[src/idc_pkg.sv]
// Package for the ISA DMA channel controller: word layouts, port codes and the
// page register port decoder. No dependencies.
`default_nettype none

package idc_pkg;

    // item modes
    localparam logic [1:0] MODE_READ  = 2'd0;
    localparam logic [1:0] MODE_WRITE = 2'd1;
    localparam logic [1:0] MODE_ACK   = 2'd2;
    localparam logic [1:0] MODE_QUERY = 2'd3;

    // control ports (low byte, high byte of the port number is zero)
    localparam logic [7:0] PORT_STATUS_SLV = 8'h08;
    localparam logic [7:0] PORT_MASK_SLV   = 8'h0A;
    localparam logic [7:0] PORT_MODE_SLV   = 8'h0B;
    localparam logic [7:0] PORT_CLRFF_SLV  = 8'h0C;
    localparam logic [7:0] PORT_MCLR_SLV   = 8'h0D;
    localparam logic [7:0] PORT_STATUS_MST = 8'hD0;
    localparam logic [7:0] PORT_MASK_MST   = 8'hD4;
    localparam logic [7:0] PORT_MODE_MST   = 8'hD6;
    localparam logic [7:0] PORT_CLRFF_MST  = 8'hD8;
    localparam logic [7:0] PORT_MCLR_MST   = 8'hDA;

    // channel mode register bits
    localparam int MODE_BIT_AUTOINIT  = 4;
    localparam int MODE_BIT_DECREMENT = 5;

    typedef struct packed {
        logic       hit;
        logic [2:0] chan;
    } page_hit_t;

    function automatic page_hit_t page_lookup(input logic [15:0] port);
        page_hit_t r;
        r.hit  = 1'b1;
        r.chan = 3'd0;
        unique case (port)
            16'h0087: r.chan = 3'd0;
            16'h0083: r.chan = 3'd1;
            16'h0081: r.chan = 3'd2;
            16'h0082: r.chan = 3'd3;
            16'h008F: r.chan = 3'd4;
            16'h008B: r.chan = 3'd5;
            16'h0089: r.chan = 3'd6;
            16'h008A: r.chan = 3'd7;
            default:  r.hit  = 1'b0;
        endcase
        return r;
    endfunction

endpackage

`default_nettype wire

[src/idc_req_if.sv]
// Request channel of the ISA DMA channel controller: valid/ready plus one item.
// No dependencies.
`default_nettype none

interface idc_req_if;
    logic        valid;
    logic        ready;
    logic [1:0]  mode;
    logic [15:0] bus_port;
    logic [7:0]  write_data;
    logic [2:0]  channel;
    logic [15:0] byte_count;

    modport source (output valid, mode, bus_port, write_data, channel, byte_count,
                    input ready);
    modport sink   (input valid, mode, bus_port, write_data, channel, byte_count,
                    output ready);
endinterface

`default_nettype wire

[src/idc_rsp_if.sv]
// Response channel of the ISA DMA channel controller: valid/ready plus one result.
// No dependencies.
`default_nettype none

interface idc_rsp_if;
    logic        valid;
    logic        ready;
    logic [7:0]  read_data;
    logic        terminal_count;
    logic [23:0] linear_address;
    logic [15:0] current_count;

    modport source (output valid, read_data, terminal_count, linear_address,
                    current_count, input ready);
    modport sink   (input valid, read_data, terminal_count, linear_address,
                    current_count, output ready);
endinterface

`default_nettype wire

[src/isa_dma_channel_controller_core.sv]
// Pair of cascaded four-channel DMA controllers with page registers: bus register
// model. Depends on idc_pkg, idc_req_if and idc_rsp_if.
`default_nettype none

// One word is taken per clock when the result register can move on; each word is
// held in the request register, then decoded and applied to the register file,
// and its result is loaded into the result register. The register file update
// (one indexed read per array, one add/subtract and compare) sets the cycle. Slave
// ports cover channels 0-3, master ports channels 4-7; status reads leave the
// terminal count bits set.
module isa_dma_channel_controller_core (
    input  wire logic  clk,
    input  wire logic  rst_n,
    idc_req_if.sink    req,
    idc_rsp_if.source  rsp
);
    import idc_pkg::*;

    // request register
    logic        s1_valid_reg;
    logic [1:0]  s1_mode_reg;
    logic [15:0] s1_port_reg;
    logic [7:0]  s1_wdata_reg;
    logic [2:0]  s1_chan_reg;
    logic [15:0] s1_bytes_reg;

    // register file
    logic [15:0] base_addr_reg [8];
    logic [15:0] base_cnt_reg  [8];
    logic [15:0] cur_addr_reg  [8];
    logic [15:0] cur_cnt_reg   [8];
    logic [7:0]  page_reg      [8];
    logic [7:0]  chan_mode_reg [8];
    logic [7:0]  masked_reg;
    logic [1:0]  byte_ff_reg;
    logic [7:0]  tc_status_reg;   // [3:0] slave, [7:4] master

    logic [15:0] base_addr_next [8];
    logic [15:0] base_cnt_next  [8];
    logic [15:0] cur_addr_next  [8];
    logic [15:0] cur_cnt_next   [8];
    logic [7:0]  page_next      [8];
    logic [7:0]  chan_mode_next [8];
    logic [7:0]  masked_next;
    logic [1:0]  byte_ff_next;
    logic [7:0]  tc_status_next;

    // result register
    logic        rsp_valid_reg;
    logic [7:0]  rsp_rdata_reg;
    logic        rsp_tc_reg;
    logic [23:0] rsp_linear_reg;
    logic [15:0] rsp_count_reg;
    logic        rsp_valid_next;
    logic [7:0]  rsp_rdata_next;
    logic        rsp_tc_next;
    logic [23:0] rsp_linear_next;
    logic [15:0] rsp_count_next;

    logic advance;
    logic fire;

    // decode
    logic        ac_slave;
    logic        ac_master;
    logic        ac_hit;
    logic        ac_is_count;
    logic [2:0]  ac_chan;
    logic        low_page;
    logic [7:0]  port_lo;
    page_hit_t   pg;
    logic [2:0]  idx_cur;
    logic [2:0]  idx_page;

    // indexed reads
    logic [15:0] base_addr_rd;
    logic [15:0] base_cnt_rd;
    logic [15:0] cur_addr_rd;
    logic [15:0] cur_cnt_rd;
    logic [7:0]  page_rd;
    logic [7:0]  chan_mode_rd;
    logic [15:0] ac_val;
    logic [15:0] ac_new_base;

    // acknowledge
    logic [15:0] units_raw;
    logic [15:0] units;
    logic [15:0] addr_step;
    logic [16:0] cnt_diff;
    logic        ack_tc;
    logic [23:0] query_off;

    assign advance   = !rsp_valid_reg || rsp.ready;
    assign fire      = s1_valid_reg && advance;
    assign req.ready = !s1_valid_reg || advance;

    assign ac_slave    = (s1_port_reg[15:3] == 13'd0);
    assign ac_master   = (s1_port_reg[15:4] == 12'h00C) && !s1_port_reg[0];
    assign ac_hit      = ac_slave || ac_master;
    assign ac_is_count = ac_master ? s1_port_reg[1] : s1_port_reg[0];
    assign ac_chan     = ac_master ? {1'b1, s1_port_reg[3:2]} : {1'b0, s1_port_reg[2:1]};
    assign low_page    = (s1_port_reg[15:8] == 8'd0);
    assign port_lo     = s1_port_reg[7:0];
    assign pg          = page_lookup(s1_port_reg);

    assign idx_cur  = (s1_mode_reg == MODE_ACK || s1_mode_reg == MODE_QUERY)
                      ? s1_chan_reg : ac_chan;
    assign idx_page = (s1_mode_reg == MODE_QUERY) ? s1_chan_reg : pg.chan;

    assign base_addr_rd = base_addr_reg[idx_cur];
    assign base_cnt_rd  = base_cnt_reg[idx_cur];
    assign cur_addr_rd  = cur_addr_reg[idx_cur];
    assign cur_cnt_rd   = cur_cnt_reg[idx_cur];
    assign page_rd      = page_reg[idx_page];
    assign chan_mode_rd = chan_mode_reg[s1_chan_reg];

    assign ac_val      = ac_is_count ? cur_cnt_rd : cur_addr_rd;
    assign ac_new_base = {s1_wdata_reg, ac_is_count ? base_cnt_rd[7:0] : base_addr_rd[7:0]};

    // channels 4-7 move 16-bit units; any nonzero byte count moves at least one
    assign units_raw = s1_chan_reg[2] ? {1'b0, s1_bytes_reg[15:1]} : s1_bytes_reg;
    assign units     = (units_raw == 16'd0 && s1_bytes_reg != 16'd0) ? 16'd1 : units_raw;
    assign addr_step = chan_mode_rd[MODE_BIT_DECREMENT] ? (cur_addr_rd - units)
                                                        : (cur_addr_rd + units);
    assign cnt_diff  = {1'b0, cur_cnt_rd} - {1'b0, units};
    assign ack_tc    = cnt_diff[16] || (cnt_diff[15:0] == 16'hFFFF);
    assign query_off = s1_chan_reg[2] ? {7'd0, cur_addr_rd, 1'b0} : {8'd0, cur_addr_rd};

    always_comb
    begin
        base_addr_next = base_addr_reg;
        base_cnt_next  = base_cnt_reg;
        cur_addr_next  = cur_addr_reg;
        cur_cnt_next   = cur_cnt_reg;
        page_next      = page_reg;
        chan_mode_next = chan_mode_reg;
        masked_next    = masked_reg;
        byte_ff_next   = byte_ff_reg;
        tc_status_next = tc_status_reg;

        rsp_valid_next  = rsp_valid_reg && !rsp.ready;
        rsp_rdata_next  = rsp_rdata_reg;
        rsp_tc_next     = rsp_tc_reg;
        rsp_linear_next = rsp_linear_reg;
        rsp_count_next  = rsp_count_reg;

        if (fire)
        begin
            rsp_valid_next  = 1'b1;
            rsp_rdata_next  = 8'd0;
            rsp_tc_next     = 1'b0;
            rsp_linear_next = 24'd0;
            rsp_count_next  = 16'd0;

            unique case (s1_mode_reg)
                MODE_READ:
                begin
                    if (ac_hit)
                    begin
                        rsp_rdata_next = byte_ff_reg[ac_master] ? ac_val[15:8] : ac_val[7:0];
                        byte_ff_next[ac_master] = !byte_ff_reg[ac_master];
                    end
                    else if (low_page && port_lo == PORT_STATUS_SLV)
                        rsp_rdata_next = {4'd0, tc_status_reg[3:0]};
                    else if (low_page && port_lo == PORT_STATUS_MST)
                        rsp_rdata_next = {4'd0, tc_status_reg[7:4]};
                    else if (pg.hit)
                        rsp_rdata_next = page_rd;
                    else
                        rsp_rdata_next = 8'hFF;
                end
                MODE_WRITE:
                begin
                    if (ac_hit)
                    begin
                        if (!byte_ff_reg[ac_master])
                        begin
                            if (ac_is_count)
                                base_cnt_next[idx_cur] = {base_cnt_rd[15:8], s1_wdata_reg};
                            else
                                base_addr_next[idx_cur] = {base_addr_rd[15:8], s1_wdata_reg};
                        end
                        else if (ac_is_count)
                        begin
                            base_cnt_next[idx_cur] = ac_new_base;
                            cur_cnt_next[idx_cur]  = ac_new_base;
                        end
                        else
                        begin
                            base_addr_next[idx_cur] = ac_new_base;
                            cur_addr_next[idx_cur]  = ac_new_base;
                        end
                        byte_ff_next[ac_master] = !byte_ff_reg[ac_master];
                    end
                    else if (low_page)
                    begin
                        unique case (port_lo)
                            PORT_MASK_SLV:
                                masked_next[{1'b0, s1_wdata_reg[1:0]}] = s1_wdata_reg[2];
                            PORT_MODE_SLV:
                                chan_mode_next[{1'b0, s1_wdata_reg[1:0]}] = s1_wdata_reg;
                            PORT_CLRFF_SLV:
                                byte_ff_next[0] = 1'b0;
                            PORT_MCLR_SLV:
                            begin
                                byte_ff_next[0]     = 1'b0;
                                tc_status_next[3:0] = 4'd0;
                                masked_next[3:0]    = 4'hF;
                            end
                            PORT_MASK_MST:
                                masked_next[{1'b1, s1_wdata_reg[1:0]}] = s1_wdata_reg[2];
                            PORT_MODE_MST:
                                chan_mode_next[{1'b1, s1_wdata_reg[1:0]}] = s1_wdata_reg;
                            PORT_CLRFF_MST:
                                byte_ff_next[1] = 1'b0;
                            PORT_MCLR_MST:
                            begin
                                byte_ff_next[1]     = 1'b0;
                                tc_status_next[7:4] = 4'd0;
                                masked_next[7:4]    = 4'hF;
                            end
                            default:
                            begin
                                if (pg.hit)
                                    page_next[idx_page] = s1_wdata_reg;
                            end
                        endcase
                    end
                end
                MODE_ACK:
                begin
                    rsp_tc_next = ack_tc;
                    if (ack_tc)
                    begin
                        tc_status_next[s1_chan_reg] = 1'b1;
                        if (chan_mode_rd[MODE_BIT_AUTOINIT])
                        begin
                            cur_addr_next[idx_cur] = base_addr_rd;
                            cur_cnt_next[idx_cur]  = base_cnt_rd;
                        end
                        else
                        begin
                            cur_addr_next[idx_cur] = addr_step;
                            cur_cnt_next[idx_cur]  = 16'hFFFF;
                            masked_next[s1_chan_reg] = 1'b1;
                        end
                    end
                    else
                    begin
                        cur_addr_next[idx_cur] = addr_step;
                        cur_cnt_next[idx_cur]  = cnt_diff[15:0];
                    end
                end
                MODE_QUERY:
                begin
                    rsp_linear_next = {page_rd, 16'd0} | query_off;
                    rsp_count_next  = cur_cnt_rd;
                end
                default:
                begin
                    rsp_valid_next = 1'b1;
                end
            endcase
        end
    end

    always_ff @(posedge clk or negedge rst_n)
    begin
        if (!rst_n)
        begin
            s1_valid_reg  <= 1'b0;
            rsp_valid_reg <= 1'b0;
            masked_reg    <= 8'hFF;
            byte_ff_reg   <= 2'd0;
            tc_status_reg <= 8'd0;
            for (int i = 0; i < 8; i++)
            begin
                base_addr_reg[i] <= 16'd0;
                base_cnt_reg[i]  <= 16'd0;
                cur_addr_reg[i]  <= 16'd0;
                cur_cnt_reg[i]   <= 16'd0;
                page_reg[i]      <= 8'd0;
                chan_mode_reg[i] <= 8'd0;
            end
        end
        else
        begin
            if (req.ready)
                s1_valid_reg <= req.valid;
            rsp_valid_reg  <= rsp_valid_next;
            masked_reg     <= masked_next;
            byte_ff_reg    <= byte_ff_next;
            tc_status_reg  <= tc_status_next;
            base_addr_reg  <= base_addr_next;
            base_cnt_reg   <= base_cnt_next;
            cur_addr_reg   <= cur_addr_next;
            cur_cnt_reg    <= cur_cnt_next;
            page_reg       <= page_next;
            chan_mode_reg  <= chan_mode_next;
        end
    end

    // payload registers, no reset
    always_ff @(posedge clk)
    begin
        if (req.valid && req.ready)
        begin
            s1_mode_reg  <= req.mode;
            s1_port_reg  <= req.bus_port;
            s1_wdata_reg <= req.write_data;
            s1_chan_reg  <= req.channel;
            s1_bytes_reg <= req.byte_count;
        end
        rsp_rdata_reg  <= rsp_rdata_next;
        rsp_tc_reg     <= rsp_tc_next;
        rsp_linear_reg <= rsp_linear_next;
        rsp_count_reg  <= rsp_count_next;
    end

    assign rsp.valid          = rsp_valid_reg;
    assign rsp.read_data      = rsp_rdata_reg;
    assign rsp.terminal_count = rsp_tc_reg;
    assign rsp.linear_address = rsp_linear_reg;
    assign rsp.current_count  = rsp_count_reg;

    // request side stalls only behind a held result
    a_stall_cause: assert property (@(posedge clk) disable iff (!rst_n)
        !req.ready |-> (s1_valid_reg && rsp_valid_reg && !rsp.ready))
        else $error("request stalled without a held result");

    // terminal count leaves the channel's status bit set
    a_tc_status: assert property (@(posedge clk) disable iff (!rst_n)
        (fire && s1_mode_reg == MODE_ACK && ack_tc) |=> tc_status_reg[$past(s1_chan_reg)])
        else $error("terminal count did not set status");

    // master clear on the slave masks channels 0-3
    a_mclr_slv: assert property (@(posedge clk) disable iff (!rst_n)
        (fire && s1_mode_reg == MODE_WRITE && s1_port_reg == {8'd0, PORT_MCLR_SLV})
        |=> (masked_reg[3:0] == 4'hF && tc_status_reg[3:0] == 4'd0))
        else $error("slave master clear incomplete");

    // a processed word always lands in the result register
    a_result_loaded: assert property (@(posedge clk) disable iff (!rst_n)
        fire |=> rsp_valid_reg)
        else $error("processed word lost");

endmodule

`default_nettype wire

[src/flat_wrapper.sv]
// flat-port wrapper written by rule: the top's interface ports become plain ports
module isa_dma_channel_controller_core_flat import idc_pkg::*;
  (clk, rst_n, req_valid, req_mode, req_bus_port, req_write_data, req_channel, req_byte_count, req_ready, rsp_valid, rsp_read_data, rsp_terminal_count, rsp_linear_address, rsp_current_count, rsp_ready);
  idc_req_if req_i ();
  idc_rsp_if rsp_i ();
  input  wire logic clk;
  input  wire logic rst_n;
  input wire logic [$bits(req_i.valid)-1:0] req_valid;
  input wire logic [$bits(req_i.mode)-1:0] req_mode;
  input wire logic [$bits(req_i.bus_port)-1:0] req_bus_port;
  input wire logic [$bits(req_i.write_data)-1:0] req_write_data;
  input wire logic [$bits(req_i.channel)-1:0] req_channel;
  input wire logic [$bits(req_i.byte_count)-1:0] req_byte_count;
  output wire logic [$bits(req_i.ready)-1:0] req_ready;
  output wire logic [$bits(rsp_i.valid)-1:0] rsp_valid;
  output wire logic [$bits(rsp_i.read_data)-1:0] rsp_read_data;
  output wire logic [$bits(rsp_i.terminal_count)-1:0] rsp_terminal_count;
  output wire logic [$bits(rsp_i.linear_address)-1:0] rsp_linear_address;
  output wire logic [$bits(rsp_i.current_count)-1:0] rsp_current_count;
  input wire logic [$bits(rsp_i.ready)-1:0] rsp_ready;
  assign req_i.valid = req_valid;
  assign req_i.mode = req_mode;
  assign req_i.bus_port = req_bus_port;
  assign req_i.write_data = req_write_data;
  assign req_i.channel = req_channel;
  assign req_i.byte_count = req_byte_count;
  assign req_ready = req_i.ready;
  assign rsp_valid = rsp_i.valid;
  assign rsp_read_data = rsp_i.read_data;
  assign rsp_terminal_count = rsp_i.terminal_count;
  assign rsp_linear_address = rsp_i.linear_address;
  assign rsp_current_count = rsp_i.current_count;
  assign rsp_i.ready = rsp_ready;
  isa_dma_channel_controller_core u_core (.clk(clk), .rst_n(rst_n), .req(req_i), .rsp(rsp_i));
endmodule
[config.mk]
export PLATFORM = sky130hd
export DESIGN_NAME = isa_dma_channel_controller_core_flat
export DESIGN_NICKNAME = d
export VERILOG_FILES = /design/src/idc_pkg.sv /design/src/idc_req_if.sv /design/src/idc_rsp_if.sv /design/src/isa_dma_channel_controller_core.sv /design/src/flat_wrapper.sv
export SDC_FILE = /design/constraint.sdc
export NUM_CORES = 2
export LEC_CHECK = 0
export BUFFER_PORTS_ARGS = -buffer_cell sky130_fd_sc_hd__buf_2
export CAP_MARGIN = 20
export CORE_ASPECT_RATIO = 1.4
export CORE_MARGIN = 2
export CORE_UTILIZATION = 57
export DETAILED_ROUTE_END_ITERATION = 6
export PLACE_DENSITY = 0.77
export SLEW_MARGIN = 15
export SYNTH_ARGS = -nofsm -noshare
export SYNTH_HDL_FRONTEND = slang
export SYNTH_SLANG_ARGS = --single-unit
[constraint.sdc]
create_clock -name clk -period 6.2 [get_ports clk]
set_input_delay 1.24 -clock clk [delete_from_list [all_inputs] [get_ports clk]]
set_output_delay 1.24 -clock clk [all_outputs]
set_load 0.02 [all_outputs]
==> results.py <==
metrics = {
    "placement": {
        "post_dp_cell_area_um2": 36900,
        "dpl.cell_count": 4276,
        "port_buffers": 99,
        "finalWeightedCongestion": 0.990,
        "dp_hpwl_um": 86300,
        "pre_cts_ws_ns": -0.241,
    },
    "critical_path": {
        "endpoint_kind": "flip-flop",
        "required_ns": 6.76,
        "start_kind": "flip-flop",
        "worst-r2r-cell-count": 26,
        "path_class": "flip-flop to flip-flop",
        "cp_max_fo": 11,
        "critPathArrivalTime_ns": 6.67,
    },
    "clocking": {
        "clock-sinks": 698,
        "clk_pin_slew_ns": 0.06,
        "cts_inserted_buffers": 69,
        "ctsRootBufferMaster": "clkbuf_16",
        "htreeDepth": 3,
        "cts.path.max_buffers": 3,
        "holdBufCountCts": 0,
        "cts_tree": "built",
        "clock_latency_ns": 0.63,
    },
    "outcome": {
        "status": "finished with violations",
        "violations": "design-rule violations",
    },
    "sta": {
        "max_freq_mhz": 164,
        "finalCritPeriodShare_pct": 98.6,
        "hold_slack_ns": 0.480,
        "tightest_slew_ns": 1.17,
        "tns_ns": 0,
        "min_period_ns": 6.11,
        "clock_skew_ns": 0.0257,
        "setup_viol": 0,
        "fin_ws_ns": 0.0896,
        "slew_headroom_pct": 21.9,
        "drv_slew": 0,
        "finalHoldViolCount": 0,
    },
    "hold_path": {
        "min_path_cells": 2,
        "hold_class": "flip-flop to flip-flop",
    },
    "cells_and_area": {
        "finish.utilization_pct": 67.2,
        "fin_area_um2": 40100,
        "syn_to_final_growth_pct": 16.5,
        "fillers": 4609,
        "layout-drive-gt1-share_pct": 22.0,
        "stdcell_count": 4433,
        "nNetsFinal": 3709,
    },
    "synthesis": {
        "netlist.area_leader.share_pct": 43.9,
        "synth-edff-count": 94,
        "syn_area_um2": 34400,
        "yosysTopAreaCell": "dfrtp_1",
        "synth_seq_cells": 698,
        "ys.warnings.count": 0,
        "ys_seq_area_share_pct": 52.1,
        "synthCells": 3398,
        "synth_ff_type": "dfrtp_1",
        "avgSynthCellArea_um2": 10.1,
        "synthArstFlopShare_pct": 86.5,
        "yosys-top-cells-area": "dfrtp_1 44%, edfxtp_1 8.2%, nand2_1 7.1%",
        "synth_nets": 3486,
        "synth_cell_types": 107,
        "yosysMostFrequentCell": "nand2_1",
        "synth_commonest_cells": "650 x nand2_1, 604 x dfrtp_1, 302 x o21ai_0",
    },
    "route": {
        "first_pass_iters": 7,
        "drt.antenna.violating_nets": 0,
        "wl_um": 125000,
        "drtIter0Drc": 3637,
        "dr_total_vias": 30100,
        "routedWlPerCell_um": 28.3,
        "drc": 9,
        "vias_per_cell": 6.79,
    },
    "global_route": {
        "track_usage_pct": 40.5,
        "antenna_found_initial": 7,
        "grt_pass1_wl_um": 187000,
        "first_global_vias": 30000,
        "grt_overflow": 0,
        "grt_max_degree": 180,
    },
    "pwr": {
        "ir_drop_mv": 0.274,
        "power_mw": 13.9,
        "p_leak_nw": 17.9,
        "p_per_area_nw_per_um2": 348,
    },
    "floorplanning": {
        "start_util_pct": 57.7,
        "top_level_ports": 100,
        "die_h_um": 295,
        "die_area_um2": 62400,
        "core_area_um2": 59700,
        "rows": 106,
        "die_x_um": 212,
    },
    "flow_run": {
        "max_cap_viol_count": 0,
    },
}
[path summary, 6_finish.rpt]
path | from | end | slack, ns
worst min-delay path | u_core.base_cnt_reg[115]$_DFFE_PN0P_ | u_core.base_cnt_reg[115]$_DFFE_PN0P_ | 0.48
max in group asynchronous | rst_n | u_core.page_reg[35]$_DFFE_PN0P_ | 4.02
worst max register to register | u_core.s1_mode_reg[0]$_DFFE_PP_ | u_core.cur_addr_reg[61]$_DFFE_PN0P_ | 0.09
min in group asynchronous | rst_n | u_core.cur_cnt_reg[63]$_DFFE_PN0P_ | 0.59
worst max-delay path | u_core.s1_mode_reg[0]$_DFFE_PP_ | u_core.cur_addr_reg[61]$_DFFE_PN0P_ | 0.09
worst min register to register | u_core.base_cnt_reg[115]$_DFFE_PN0P_ | u_core.base_cnt_reg[115]$_DFFE_PN0P_ | 0.48
[final cells by class]
| class | instances | area (um2) | share of cell area [%] |
|---|---|---|---|
| Timing Repair Buffer | 369 | 2880 | 7.19 |
| Antenna cell | 1 | 2.50 | 0.00624 |
| Tap cell | 756 | 946 | 2.36 |
| Multi-Input combinational cell | 2433 | 15700 | 39.2 |
| Inverter | 50 | 188 | 0.468 |
| Clock inverter | 33 | 487 | 1.21 |
| Sequential cell | 698 | 17900 | 44.8 |
| Clock buffer | 93 | 1940 | 4.84 |
[timing repair]
item	4_1_cts	5_1_grt
pin swaps	10	26
endpoints found under the setup margin	205	264
setup buffers	6	19
resized for setup	14	59
gates cloned	0	1
endpoints found under the hold margin	0	0
[where the power goes]
part	switching, mW	total [mW]	internal, mW
sequential	0.369	5.52	5.15
clock	1.88	4.56	2.68
combinational	2.35	3.87	1.52
[routing by layer]
layer | vias to the layer above | share of wire [%] | global-route usage (%)
li1 | 12800 | - | -
met1 | 14800 | 36 | 48.4
met2 | 1850 | 46 | 63.6
met3 | 602 | 9.3 | 9.48
met4 | 8 | 8.7 | 31.1
met5 | - | 0.041 | 0
[cells in the final DEF (no fill, tap or decap), types with 32 or more instances in the layout]
| cell type | count |
|---|---|
| nand2_1 | 645 |
| ha_1 | 32 |
| dfrtp_1 | 604 |
| inv_1 | 49 |
| o32a_1 | 35 |
| a21oi_1 | 119 |
| buf_4 | 240 |
| mux2_2 | 185 |
| o21ai_0 | 301 |
| buf_2 | 98 |
| o2bb2ai_1 | 63 |
| nor2_1 | 178 |
| o22ai_1 | 44 |
| nand3_1 | 99 |
| mux2i_1 | 44 |
| edfxtp_1 | 94 |
| a31oi_1 | 35 |
| a22o_1 | 41 |
| nor3_1 | 41 |
| clkbuf_16 | 73 |
[critical path, cell delays in order, from the launching register on]
cell	delay [ns]
edfxtp_1	0.43
inv_1	0.10
ha_2	0.21
or2_4	0.27
buf_6	0.17
o21ai_4	0.21
buf_12	0.15
buf_8	0.15
nor2_2	0.07
buf_4	0.17
a222oi_1	0.29
nand3_2	0.21
a21oi_2	0.18
buf_4	0.20
inv_1	0.06
ha_1	0.32
o21ai_1	0.14
o211ai_1	0.34
and2_1	0.22
xor2_2	0.27
nand4_1	0.19
nor4_2	0.25
buf_4	0.17
a21oi_4	0.11
or4_4	0.60
a31oi_4	0.34
mux2_4	0.22
[kinds of logic after synthesis]
group	after synthesis	synth area share, %
flops	698	52.1
fa+ha+maj	39	1.46
mux	248	8.08
simple gates	1157	14.9
compound gates	956	19.1
buf+inv	267	3.49
xor+xnor	33	0.880
Note: power is estimated with default switching activity, not from simulation.
